`config.mk`:
```
export PLATFORM = sky130hd
export DESIGN_NAME = uart_command_frame_parser_core
export DESIGN_NICKNAME = d
export VERILOG_FILES = /design/src/rtl/ucfp_pkg.sv /design/src/rtl/ucfp_in_reg.sv /design/src/rtl/ucfp_parser.sv /design/src/rtl/ucfp_out_skid.sv /design/src/rtl/uart_command_frame_parser_core.sv
export VERILOG_INCLUDE_DIRS = /design/src /design/src/rtl
export SDC_FILE = /design/constraint.sdc
export NUM_CORES = 1
export LEC_CHECK = 0
export BUFFER_PORTS_ARGS = -buffer_cell sky130_fd_sc_hd__buf_4
export CAP_MARGIN = 20
export CELL_PAD_IN_SITES_DETAIL_PLACEMENT = 2
export CELL_PAD_IN_SITES_GLOBAL_PLACEMENT = 2
export CORE_MARGIN = 10
export CORE_UTILIZATION = 43
export DETAILED_ROUTE_END_ITERATION = 10
export PLACE_DENSITY = 0.77
export SETUP_SLACK_MARGIN = 0.15
export SKIP_CTS_REPAIR_TIMING = 1
export SYNTH_ARGS = -nofsm -noshare
export SYNTH_HDL_FRONTEND = slang
export SYNTH_SLANG_ARGS = --single-unit
```
`constraint.sdc`:
```
create_clock -name clk -period 7 [get_ports clk]
set_input_delay 0.7 -clock clk [delete_from_list [all_inputs] [get_ports clk]]
set_output_delay 0.7 -clock clk [all_outputs]
set_load 0.1 [all_outputs]
```
`src/rtl/assert_macros.svh`:
```
// Assertion helpers shared by the RTL modules.
// Synthesis builds see empty bodies.
`ifndef ASSERT_MACROS_SVH
`define ASSERT_MACROS_SVH

`ifndef SYNTHESIS

// Check that prop holds at every rising edge outside of reset.
`define UCFP_ASSERT(label, clk, rst_n, prop) \
  label: assert property (@(posedge clk) disable iff (!rst_n) (prop)) \
    else $error("%m: check failed");

// Check that cond is never true outside of reset.
`define UCFP_NEVER(label, clk, rst_n, cond) \
  label: assert property (@(posedge clk) disable iff (!rst_n) !(cond)) \
    else $error("%m: forbidden condition seen");

`else

`define UCFP_ASSERT(label, clk, rst_n, prop)
`define UCFP_NEVER(label, clk, rst_n, cond)

`endif

`endif

```
`src/rtl/ucfp_pkg.sv`:
```
`timescale 1ns / 1ps
`default_nettype none

package ucfp_pkg;

  // Default depth of the data byte store.
  localparam int MAX_DATA_BYTES = 3;

  // Frame markers.
  localparam logic [7:0] START_MARK = 8'hF0;
  localparam logic [7:0] END_MARK   = 8'hD7;

  // Known command codes.
  localparam logic [7:0] CMD_2A = 8'h2A;
  localparam logic [7:0] CMD_2B = 8'h2B;
  localparam logic [7:0] CMD_3A = 8'h3A;
  localparam logic [7:0] CMD_3B = 8'h3B;
  localparam logic [7:0] CMD_4A = 8'h4A;
  localparam logic [7:0] CMD_4B = 8'h4B;
  localparam logic [7:0] CMD_4C = 8'h4C;
  localparam logic [7:0] CMD_5A = 8'h5A;
  localparam logic [7:0] CMD_5B = 8'h5B;
  localparam logic [7:0] CMD_5C = 8'h5C;
  localparam logic [7:0] CMD_6A = 8'h6A;
  localparam logic [7:0] CMD_6B = 8'h6B;

  typedef struct packed {
    logic       known;
    logic [1:0] len;
  } len_info_t;

  typedef struct packed {
    logic [7:0] command;
    logic       frame_status;
    logic [1:0] data_count;
    logic [7:0] data_first;
    logic [7:0] data_second;
    logic [7:0] data_third;
    logic [7:0] received_checksum;
  } result_t;

  // Data length of a command code.
  function automatic len_info_t length_of(input logic [7:0] cmd);
    len_info_t info;
    info = '{known: 1'b1, len: 2'd0};
    unique case (cmd) inside
      CMD_2A, CMD_2B, CMD_3A, CMD_3B:                 info.len = 2'd2;
      CMD_4A, CMD_4C:                                 info.len = 2'd1;
      CMD_4B, CMD_5A, CMD_5B, CMD_5C, CMD_6A, CMD_6B: info.len = 2'd3;
      default:                                        info.known = 1'b0;
    endcase
    return info;
  endfunction

endpackage

`default_nettype wire

```
`src/rtl/ucfp_in_reg.sv`:
```
`timescale 1ns / 1ps
`default_nettype none

module ucfp_in_reg (
  input  wire logic       clk,
  input  wire logic       rst_n,
  input  wire logic       in_valid,
  output logic            in_stall,
  input  wire logic [7:0] in_rx_byte,
  output logic            byte_valid,
  output logic [7:0]      byte_data,
  input  wire logic       byte_take
);

  logic       valid_r;
  logic [7:0] byte_r;
  logic       load;

  // Hold the byte until the parser takes it; refill in the same cycle.
  assign in_stall   = valid_r && !byte_take;
  assign load       = in_valid && !in_stall;
  assign byte_valid = valid_r;
  assign byte_data  = byte_r;

  always_ff @(posedge clk) begin
    if (!rst_n) begin
      valid_r <= 1'b0;
    end else if (!valid_r || byte_take) begin
      valid_r <= in_valid;
    end
  end

  always_ff @(posedge clk) begin
    if (load) begin
      byte_r <= in_rx_byte;
    end
  end

endmodule

`default_nettype wire

```
`src/rtl/ucfp_parser.sv`:
```
`timescale 1ns / 1ps
`default_nettype none

`include "assert_macros.svh"

module ucfp_parser #(
  parameter int MAX_DATA_BYTES = ucfp_pkg::MAX_DATA_BYTES
) (
  input  wire logic       clk,
  input  wire logic       rst_n,
  input  wire logic       byte_valid,
  input  wire logic [7:0] byte_data,
  output logic            byte_take,
  input  wire logic       res_ready,
  output logic            res_valid,
  output ucfp_pkg::result_t res_data
);

  localparam int IdxW = (MAX_DATA_BYTES > 1) ? $clog2(MAX_DATA_BYTES) : 1;

  typedef enum logic [2:0] {
    PH_IDLE,
    PH_COMMAND,
    PH_DATA,
    PH_CHECKSUM,
    PH_END
  } phase_t;

  phase_t     phase_r, phase_nxt;
  logic [7:0] cmd_r, cmd_nxt;
  logic [1:0] exp_r, exp_nxt;
  logic [1:0] idx_r, idx_nxt;
  logic       inv_r, inv_nxt;
  logic [7:0] csum_r, csum_nxt;
  logic [7:0] store_r [MAX_DATA_BYTES];
  logic       wr_en;
  logic [IdxW-1:0] wr_idx;
  logic [7:0] rd_data [3];

  assign byte_take = byte_valid && res_ready;
  assign wr_idx    = IdxW'(idx_r);

  always_comb begin
    ucfp_pkg::len_info_t info;
    logic [1:0]          len;
    phase_nxt = phase_r;
    cmd_nxt   = cmd_r;
    exp_nxt   = exp_r;
    idx_nxt   = idx_r;
    inv_nxt   = inv_r;
    csum_nxt  = csum_r;
    wr_en     = 1'b0;
    res_valid = 1'b0;
    info      = ucfp_pkg::length_of(byte_data);
    len       = info.len;
    if (int'(info.len) > MAX_DATA_BYTES) begin
      len = 2'(MAX_DATA_BYTES);
    end
    if (byte_take) begin
      unique case (phase_r)
        PH_COMMAND: begin
          cmd_nxt = byte_data;
          idx_nxt = 2'd0;
          if (!info.known) begin
            inv_nxt   = 1'b1;
            exp_nxt   = 2'd0;
            phase_nxt = PH_CHECKSUM;
          end else begin
            exp_nxt   = len;
            phase_nxt = (len == 2'd0) ? PH_CHECKSUM : PH_DATA;
          end
        end
        PH_DATA: begin
          wr_en   = int'(idx_r) < MAX_DATA_BYTES;
          idx_nxt = idx_r + 2'd1;
          if (idx_nxt >= exp_r) begin
            phase_nxt = PH_CHECKSUM;
          end
        end
        PH_CHECKSUM: begin
          csum_nxt  = byte_data;
          phase_nxt = PH_END;
        end
        PH_END: begin
          if (byte_data == ucfp_pkg::END_MARK) begin
            phase_nxt = PH_IDLE;
            res_valid = 1'b1;
          end
        end
        default: begin
          phase_nxt = PH_IDLE;
          if (byte_data == ucfp_pkg::START_MARK) begin
            phase_nxt = PH_COMMAND;
            inv_nxt   = 1'b0;
            exp_nxt   = 2'd0;
            idx_nxt   = 2'd0;
          end
        end
      endcase
    end
  end

  always_ff @(posedge clk) begin
    if (!rst_n) begin
      phase_r <= PH_IDLE;
      cmd_r   <= '0;
      exp_r   <= '0;
      idx_r   <= '0;
      inv_r   <= 1'b0;
      csum_r  <= '0;
    end else begin
      phase_r <= phase_nxt;
      cmd_r   <= cmd_nxt;
      exp_r   <= exp_nxt;
      idx_r   <= idx_nxt;
      inv_r   <= inv_nxt;
      csum_r  <= csum_nxt;
    end
  end

  always_ff @(posedge clk) begin
    if (wr_en) begin
      store_r[wr_idx] <= byte_data;
    end
  end

  // Zero any byte slot beyond the captured count or the store depth.
  for (genvar k = 0; k < 3; k++) begin : g_rd
    if (k < MAX_DATA_BYTES) begin : g_have
      assign rd_data[k] = (2'(k) < exp_r) ? store_r[k] : 8'h00;
    end else begin : g_none
      assign rd_data[k] = 8'h00;
    end
  end

  always_comb begin
    res_data.command           = cmd_r;
    res_data.frame_status      = inv_r;
    res_data.data_count        = exp_r;
    res_data.data_first        = rd_data[0];
    res_data.data_second       = rd_data[1];
    res_data.data_third        = rd_data[2];
    res_data.received_checksum = csum_r;
  end

  `UCFP_ASSERT(a_data_in_range, clk, rst_n, (phase_r == PH_DATA) |-> (idx_r < exp_r))
  `UCFP_ASSERT(a_invalid_no_data, clk, rst_n, inv_r |-> (exp_r == 2'd0))
  `UCFP_ASSERT(a_emit_from_end, clk, rst_n, res_valid |=> (phase_r == PH_IDLE))

endmodule

`default_nettype wire

```
`src/rtl/ucfp_out_skid.sv`:
```
`timescale 1ns / 1ps
`default_nettype none

`include "assert_macros.svh"

module ucfp_out_skid (
  input  wire logic              clk,
  input  wire logic              rst_n,
  input  wire logic              push_valid,
  output logic                   push_ready,
  input  wire ucfp_pkg::result_t push_data,
  output logic                   out_valid,
  input  wire logic              out_stall,
  output ucfp_pkg::result_t      out_data
);

  logic              out_v_r;
  ucfp_pkg::result_t out_d_r;
  logic              sk_v_r;
  ucfp_pkg::result_t sk_d_r;
  logic              push;
  logic              advance;

  assign push_ready = !sk_v_r;
  assign push       = push_valid && push_ready;
  assign advance    = !out_v_r || !out_stall;
  assign out_valid  = out_v_r;
  assign out_data   = out_d_r;

  always_ff @(posedge clk) begin
    if (!rst_n) begin
      out_v_r <= 1'b0;
      sk_v_r  <= 1'b0;
    end else if (advance) begin
      out_v_r <= sk_v_r || push;
      sk_v_r  <= 1'b0;
    end else if (push) begin
      sk_v_r <= 1'b1;
    end
  end

  always_ff @(posedge clk) begin
    if (advance) begin
      out_d_r <= sk_v_r ? sk_d_r : push_data;
    end else if (push) begin
      sk_d_r <= push_data;
    end
  end

  `UCFP_NEVER(a_skid_needs_out, clk, rst_n, sk_v_r && !out_v_r)
  `UCFP_ASSERT(a_skid_fill_on_stall, clk, rst_n, $rose(sk_v_r) |-> $past(out_v_r && out_stall))

endmodule

`default_nettype wire

```
`src/rtl/uart_command_frame_parser_core.sv`:
```
// Timing: a received byte is registered in the input register before the
//   parser takes it; a frame result is registered after its end marker byte.
// Throughput: one byte per cycle while the output skid slot is not full.
// Reset: rst_n is synchronous, active low; it clears the parser state and
//   all valid flags. The data byte store is not reset.
`timescale 1ns / 1ps
`default_nettype none

module uart_command_frame_parser_core #(
  parameter int MAX_DATA_BYTES = ucfp_pkg::MAX_DATA_BYTES
) (
  input  wire logic       clk,
  input  wire logic       rst_n,
  // Received byte channel.
  input  wire logic       in_valid,
  output logic            in_stall,
  input  wire logic [7:0] in_rx_byte,
  // Frame result channel.
  output logic            out_valid,
  input  wire logic       out_stall,
  output logic [7:0]      out_command,
  output logic            out_frame_status,
  output logic [1:0]      out_data_count,
  output logic [7:0]      out_data_first,
  output logic [7:0]      out_data_second,
  output logic [7:0]      out_data_third,
  output logic [7:0]      out_received_checksum
);

  logic              byte_valid;
  logic [7:0]        byte_data;
  logic              byte_take;
  logic              res_ready;
  logic              res_valid;
  ucfp_pkg::result_t res_data;
  ucfp_pkg::result_t out_data;

  // Input register: hold one received byte for the parser.
  ucfp_in_reg u_in_reg (
    .clk        (clk),
    .rst_n      (rst_n),
    .in_valid   (in_valid),
    .in_stall   (in_stall),
    .in_rx_byte (in_rx_byte),
    .byte_valid (byte_valid),
    .byte_data  (byte_data),
    .byte_take  (byte_take)
  );

  // Parser: advance the frame state on each byte, emit on the end marker.
  // It stalls only while the output skid slot is full, so the upstream
  // stall never waits on out_stall combinationally.
  ucfp_parser #(
    .MAX_DATA_BYTES (MAX_DATA_BYTES)
  ) u_parser (
    .clk        (clk),
    .rst_n      (rst_n),
    .byte_valid (byte_valid),
    .byte_data  (byte_data),
    .byte_take  (byte_take),
    .res_ready  (res_ready),
    .res_valid  (res_valid),
    .res_data   (res_data)
  );

  // Result register with a skid slot: hold a finished frame while
  // the parser keeps taking bytes.
  ucfp_out_skid u_out_skid (
    .clk        (clk),
    .rst_n      (rst_n),
    .push_valid (res_valid),
    .push_ready (res_ready),
    .push_data  (res_data),
    .out_valid  (out_valid),
    .out_stall  (out_stall),
    .out_data   (out_data)
  );

  // Drive the result fields from the output register.
  assign out_command           = out_data.command;
  assign out_frame_status      = out_data.frame_status;
  assign out_data_count        = out_data.data_count;
  assign out_data_first        = out_data.data_first;
  assign out_data_second       = out_data.data_second;
  assign out_data_third        = out_data.data_third;
  assign out_received_checksum = out_data.received_checksum;

endmodule

`default_nettype wire
```
==> results of run 1 <==
flip-flops by register name, summed over array words and instances, names as in the netlist:
| register | cells |
|---|---|
| u_out_skid.sk_v_r | 1 |
| u_parser.exp_r | 2 |
| u_parser.csum_r | 8 |
| u_parser.phase_r | 3 |
| u_in_reg.byte_data | 8 |
| u_parser.idx_r | 2 |
| u_in_reg.byte_valid | 1 |
| u_parser.cmd_r | 8 |
| u_parser.inv_r | 1 |
| u_out_skid.out_valid | 1 |
| u_out_skid.sk_d_r | 43 |
| u_out_skid.out_data | 43 |
| u_parser.store_r | 24 |
cell usage after synthesis, types with 3 or more instances:
cell      instances
edfxtp_1        118
mux2_2           42
dfxtp_1          27
nor2b_1          23
and2_1           19
mux2i_1          16
and3_1            8
clkbuf_1          8
nand2_1           7
a21oi_1           6
buf_2             6
ha_1              6
nor3b_1           5
inv_1             4
nand2b_1          4
nor2_1            4
o21ai_0           4
a21boi_0          3
nor3_1            3
or3_1             3
worst reg2reg max path, delay by kind of cell (launching register included):
kind          cells  cell delay (ns)
buf+inv           2             0.58
simple gates      3             1.47
flops             1             0.31
worst max path at each step:
stage                    startpoint                endpoint  slack, ns
6_report          u_out_skid.sk_v_r  u_parser.store_r[0][7]       4.35
5_1_grt           u_out_skid.sk_v_r  u_parser.store_r[0][6]       4.16
4_1_cts           u_out_skid.sk_v_r  u_parser.store_r[0][1]       3.92
3_5_place_dp      u_out_skid.sk_v_r  u_parser.store_r[0][0]       3.98
3_3_place_gp      u_out_skid.sk_v_r  u_parser.store_r[0][0]       4.23
2_1_floorplan  u_out_skid.out_valid    u_out_skid.sk_d_r[0]       0.98
kinds of logic (layout without fill, tap and decap cells):
logic type	Yosys count	count (layout)
DFF	145	145
and+or+nand+nor	86	86
muxes	58	58
AOI/OAI and AO/OA	31	31
buffers and inverters	21	100
adders and majority gates	6	6
xor gates and xnor gates	2	2
area by class of cell:
cell class                      count  area (sq um)  share of cell area
Clock buffer                       22           474              0.0686
Clock inverter                     10           109              0.0157
Inverter                            4          15.0             0.00217
Multi-Input combinational cell    183          1540               0.222
Sequential cell                   145          4090               0.591
Tap cell                          176           220              0.0319
Timing Repair Buffer               64           473              0.0684
metrics by stage:
stage | power [mW] | setup slack (ns) | std cells
final | 1.88 | 4.35 | 604
after global routing | 1.95 | 4.16 | 604
after CTS | 1.90 | 3.92 | 601
after detailed placement | 1.02 | 3.98 | 569
after global placement | 1.02 | 4.23 | 569
after floorplan | 0.996 | 0.982 | 349
routing by layer:
layer,part of all wire,routed length [microns]
met1,0.41,5510
met2,0.53,7130
met3,0.038,512
met4,0.016,209
met5,0,0
layout by cell type (no fill, tap or decap), types with 6 or more instances in the layout:
cell,count
edfxtp_1,118
mux2i_1,16
mux2_2,42
and3_1,8
buf_4,61
and2_1,19
nand2_1,6
ha_1,6
a21oi_1,6
nor2b_1,23
clkbuf_16,17
dfxtp_1,26
power groups by stage:
stage	clock network (mW)	registers, mW	logic, mW
finish	0.885	0.953	0.0465
global route	0.943	0.954	0.0507
CTS	0.902	0.953	0.0472
detailed placement	0	0.971	0.0467
global placement	0	0.970	0.0451
floorplan	0	0.967	0.0286
==> results by group, run 1 <==
Critical path
  – Crit-path cells: buf_4, nand2b_1, or3_1, nor3b_1, buf_2
  – Critical path arrival: 2.77 ns
  – Critical path class: reg2reg
  – WP data required: roughly 7 ns
  – Crit end category: flop
  – Critical path's slowest cell: nor3b_1
  – Cells on worst reg2reg path: 5
  – Crit-path max cell delay: a little over 0.5 ns
  – Reg-to-reg startpoint: u_out_skid.sk_v_r
  – Worst path depth: 5
  – Critical path fanouts, max: 48
  – CP Launch Type: flop
  – Delay-heaviest family, CP: simple AND/OR/NAND/NOR gates
  – R2R Path End: u_parser.store_r[0][7]
  – Reg2Reg Setup Slack: 4.35 ns
  – CP bufs+invs: 2

Floorplanning
  – Ports: 57
  – # rows: 42
  – Horiz. Die Dim: approximately 140 microns
  – Die area: about 18,000 sq um
  – Chip height: roughly 140 microns
  – Std-Cell Core Area: around 13,000 sq um
  – Initial Util: 0.434

Synthesis
  – Synth warn: 0
  – Post-synth top area cell: edfxtp_1
  – Post-synthesis xor/xnor area fraction: 0.00307
  – Largest family of logic cells by synthesized area: multiplexers
  – Area contributors post-synth: edfxtp_1 (62%), dfxtp_1 (9.5%), mux2_2 (8.3%), mux2i_1 (2.8%), nor2b_1 (2.5%)
  – FFs w/ async S/R, synth: 0
  – Top FF cell, synth: edfxtp_1
  – Compound-Gate Fraction of Synth Area: 0.0441
  – Post-Synthesis Cells: between 300 and 400
  – Post-synth EDFFs: between 100 and 150
  – Share of the synthesized area in the top cell type: 0.621
  – Synth Cell Area: between 5000 and 6000 sq um
  – Syn Nets: roughly 370
  – Synth Area in Adders: 0.0132
  – Netlist cell types: 48
  – Avg Synthesized Cell Area: 16.3 sq um
  – Seq/Total Area, Yosys: 0.716
  – Synth Area in Simple Gates: 0.0968
  – Yosys reg bits: around 150
  – Mux contribution to synthesized area: 0.111

Power and ir drop
  – Leakage power: roughly 2.7 nW
  – Sequential power share: 0.506
  – Peak supply drop: between 100 and 150 uV
  – Cell Int Power: 1.50 mW
  – Switch share: 0.202
  – Combinational power share: 0.025
  – Switching pwr: around 380 uW
  – PD cells: 272 nW/um^2
  – Clock power frac: 0.470

Hold path
  – Hold Crit Class: in2reg
  – Hold path startpoint: in_rx_byte[3]
  – Hold Path End: u_in_reg.byte_data[3]
  – Hold path cells: 1

Clocking
  – H-tree depth: 4
  – Clk_lat worst skew: approximately 0.42 ns
  – Max Root-Sink Buffers: 2
  – Clock slew seen by the registers of the worst setup and hold paths: 0.06 ns
  – Clock tree from TritonCTS: built
  – CTS root buf: clkbuf_16
  – CTS Buf Count: 17
  – CTS sink count: between 100 and 150

Route
  – Drt initial violations: between 200 and 250
  – Total wire length: 13,400 microns
  – DRC viols: 0
  – Routed Antenna Nets: 0
  – Initial DRT Pass Iterations: 4
  – Routed WL per cell: around 22 microns
  – Via count: 3,131
  – Vias per cell: roughly 5.2

Finish
  – # fillers: about 1.2k
  – Layout Utilization: 0.526
  – Fin area: about 7000 sq um
  – NumNets Final: between 400 and 500
  – # diodes: 0
  – Layout area overhead: 21.2%
  – Share of layout cells above drive strength 1: 0.343

GRT
  – Vias in the first global route: about 3.5k
  – Met1 usage: 0.180
  – First-pass GRT wire length: around 21,000 microns
  – Largest net degree at the start of global routing: between 40 and 50
  – Gr busiest metal: met2
  – GRT overflow: 0
  – Antenna violations before repair: 0
  – Met3 Resource Use GR: 0.0412
  – GRT Total Usage: 0.153
  – Met2 Use GR: 0.262

STA
  – Pins Over Slew Limit: 0
  – Worst Tran Pin Value: roughly 0.9 ns
  – RSZ-0062 raised after global routing: no
  – # setup viols final: 0
  – Final-report hold violation count: 0
  – Setup TNS: 0 ns
  – Final period utilization: 0.378
  – Fin Clk Skew: about 0.0074 ns
  – Worst slew margin: 0.407
  – Highest clock rate: 0.378 GHz
  – Min Tclk post-route: about 2.6 ns
  – Hold slack: ~0.46 ns

Placement
  – DP Wirelength: around 8900 microns
  – Area post-placement: ~6300 sq um
  – Port bufs: between 50 and 60
  – Routability cong.: approximately 0.79

Flow run
  – Max cap viols: 0

Run status
  – Status: finished clean
No activity file was read; power rests on OpenSTA's default activity.
==> run 2: changes to the inputs <==
- clock period: 7 -> 2.65 ns (I/O delays scaled with it)
==> run 2 against run 1 <==
Against the previous run: largest power group is now the clock network; sequential power increased to 2.6 times the previous value; non-clock buffer count is 4 higher; highest routed layer unchanged; cell area rose by 2.0%; via count is 1.7% higher; utilization grew 1.0 points; global-route usage grew 1.2 points; sequential share of layout area is 1.0 points lower; critical path type unchanged; flip-flop and latch count stayed put; combinational power increased to 3.1 times the previous value; wire length rose by 8.6%; first-iteration DRC count down 0.95%.
==> results by group, run 2 (synthesized netlist as in run 1, its figures left out) <==
Finish
  – # fillers: 1,166 (-2.6%)
  – Commonest non-fill, non-tap cells in the layout: edfxtp_1 (118), buf_4 (67), mux2_2 (42), dfxtp_1 (24), nor2b_1 (23)
  – Share of layout cells above drive strength 1: 0.359 (+0.0153)
  – Area of the multi-input gates: 1560 sq um (+1.8%)
  – Layout area overhead: 23.6%
  – Commonest non-fill, non-tap cell in the layout: edfxtp_1
  – NumNets Final: 437 (+0.92%)
  – # diodes: 0 (unchanged)
  – Sequential cell area: 4090 sq um (+0.18%)

Critical path
  – Crit-path max cell delay: 0.70 ns (+0.19 ns)
  – Cells on worst reg2reg path: 6 (+1)
  – Critical path class: reg2reg
  – CP Launch Type: flop
  – Reg-to-reg startpoint: u_parser.idx_r[0]
  – R2R Path End: u_parser.phase_r[0]
  – Critical path arrival: 2.55 ns (-0.22 ns)
  – Critical path fanouts, max: 6 (-88%)
  – Delay-heaviest family, CP: compound AO/OA/AOI/OAI gates
  – Critical path's slowest cell: a2111oi_0
  – Crit end category: flop
  – Reg2Reg Setup Slack: 0.41 ns (-3.94 ns)
  – Crit-path cells: inv_1, ha_1, ha_1, a2111oi_0, o31ai_1, o311a_1
  – WP data required: 2.96 ns (-4.16 ns)
  – Most used cell, CP: ha_1
  – CP bufs+invs: 1 (-1)
  – Setup crit start: u_parser.idx_r[0]

Power and ir drop
  – Switching pwr: 1.10 mW (+190%)
  – PD cells: 747 nW/um^2 (+170%)
  – Cell Int Power: 4.17 mW (+180%)
  – Overall power: 5.27 mW (+180%)
  – Clock power frac: 0.497 (+0.027)
  – Leakage power: 2.74 nW (+2.4%)
  – Sequential power share: 0.475 (-0.031)
  – Peak supply drop: 331 uV (+130%)
  – Combinational power share: 0.027 (+0.002)
  – Switch share: 0.208 (+0.00585)

Floorplanning
  – Ports: 57 (unchanged)
  – Std-Cell Core Area: 13,100 sq um (unchanged)
  – # rows: 42 (unchanged)
  – Die area: 18,300 sq um (unchanged)
  – Chip height: 135 microns (unchanged)
  – Horiz. Die Dim: 135 microns (unchanged)
  – Initial Util: 0.434 (unchanged)

STA
  – Min Tclk post-route: 2.24 ns (-0.407 ns)
  – Setup TNS: 0 ns (unchanged)
  – Highest clock rate: 0.447 GHz (+18%)
  – Worst Tran Pin Value: 0.859 ns (-0.0286 ns)
  – RSZ-0062 raised after global routing: no
  – Final period utilization: 0.845 (+0.467)
  – Fin Clk Skew: 0.00879 ns (+0.00135 ns)
  – Final-report hold violation count: 0 (unchanged)
  – # setup viols final: 0 (unchanged)
  – Worst slew margin: 0.426 (+0.0191)
  – Pins Over Slew Limit: 0 (unchanged)

GRT
  – Met2 Use GR: 0.294 (+0.0320)
  – GRT Total Usage: 0.165 (+0.0120)
  – Met1 usage: 0.183 (+0.00330)
  – Antenna violations before repair: 0 (unchanged)
  – Largest net degree at the start of global routing: 47 (-4.1%)
  – First-pass GRT wire length: 22,800 microns (+8.5%)
  – Met3 Resource Use GR: 0.0438 (+0.00260)
  – Vias in the first global route: 3,705 (+5.7%)
  – Gr busiest metal: met2
  – GRT overflow: 0 (unchanged)

Hold path
  – Hold Crit Class: in2reg
  – Hold Path End: u_in_reg.byte_data[2]
  – Hold path startpoint: in_rx_byte[2]
  – Hold path cells: 1 (unchanged)

Clocking
  – CTS sink count: 145 (unchanged)
  – Clock tree from TritonCTS: built
  – Max Root-Sink Buffers: 2 (unchanged)
  – CTS root buf: clkbuf_16
  – Clk_lat worst skew: 0.43 ns (about the same)
  – H-tree depth: 4 (unchanged)
  – CTS Buf Count: 17 (unchanged)
  – Clock slew seen by the registers of the worst setup and hold paths: 0.06 ns (about the same)

Route
  – Via count: 3,185 (+1.7%)
  – Routed Antenna Nets: 0 (unchanged)
  – DRC viols: 0 (unchanged)
  – Vias per cell: 5.24 (+1.1%)
  – Total wire length: 14,500 microns (+8.6%)
  – Drt initial violations: 208 (-0.95%)
  – Initial DRT Pass Iterations: 4 (unchanged)
  – Routed WL per cell: 23.9 microns (+7.9%)

Placement
  – Routability cong.: 0.800 (+1.3%)
  – Port bufs: 56 (unchanged)
  – DP Wirelength: 9000 microns (+1.0%)

Run status
  – Status: finished clean

Flow run
  – Max cap viols: 0 (unchanged)
==> run 2: layer usage <==
layer | vias up | part of all wire
met3 | 21 | 0.038
met1 | 1638 | 0.40
met2 | 65 | 0.54
li1 | 1461 | -
met5 | - | 0
met4 | 0 | 0.017
==> run 2: cell type report <==
type                    count  share of cell area
repair buffers             68              0.0728
well taps                 176              0.0312
flip-flops and latches    145               0.580
clock buffers              20              0.0662
multi-input cells         183               0.222
clock inverters            12              0.0254
inverters                   4             0.00213
==> run 2: how the worst max path moves through the flow <==
stage,endpoint,depth (start not counted)
6_report,u_parser.phase_r[0],6
5_1_grt,u_parser.phase_r[0],6
4_1_cts,u_parser.phase_r[0],6
3_5_place_dp,u_parser.phase_r[0],6
3_3_place_gp,u_parser.phase_r[0],6
2_1_floorplan,u_out_skid.sk_d_r[0],4
==> run 2: stage by stage <==
stage / instance area, sq um / hold WS, ns / setup slack [ns] / instances / util
6_report: 7050 / 0.0204 / 0.411 / 608 / 0.537
5_1_grt: 7050 / 0.00375 / 0.161 / 608 / 0.537
4_1_cts: 7040 / -0.00522 / 0.384 / 607 / 0.536
3_5_place_dp: 6390 / 0.451 / 0.393 / 575 / 0.487
3_3_place_gp: 6390 / 0.430 / 0.607 / 575 / 0.487
2_1_floorplan: 5750 / 0.364 / 0.0959 / 349 / -
==> run 2: power by group through the flow <==
stage | registers, mW | logic (mW) | clock network, mW
2_1_floorplan | 2.55 | 0.0769 | 0
3_3_place_gp | 2.55 | 0.136 | 0
3_5_place_dp | 2.55 | 0.140 | 0
4_1_cts | 2.50 | 0.144 | 2.66
5_1_grt | 2.51 | 0.154 | 2.74
6_report | 2.50 | 0.144 | 2.62
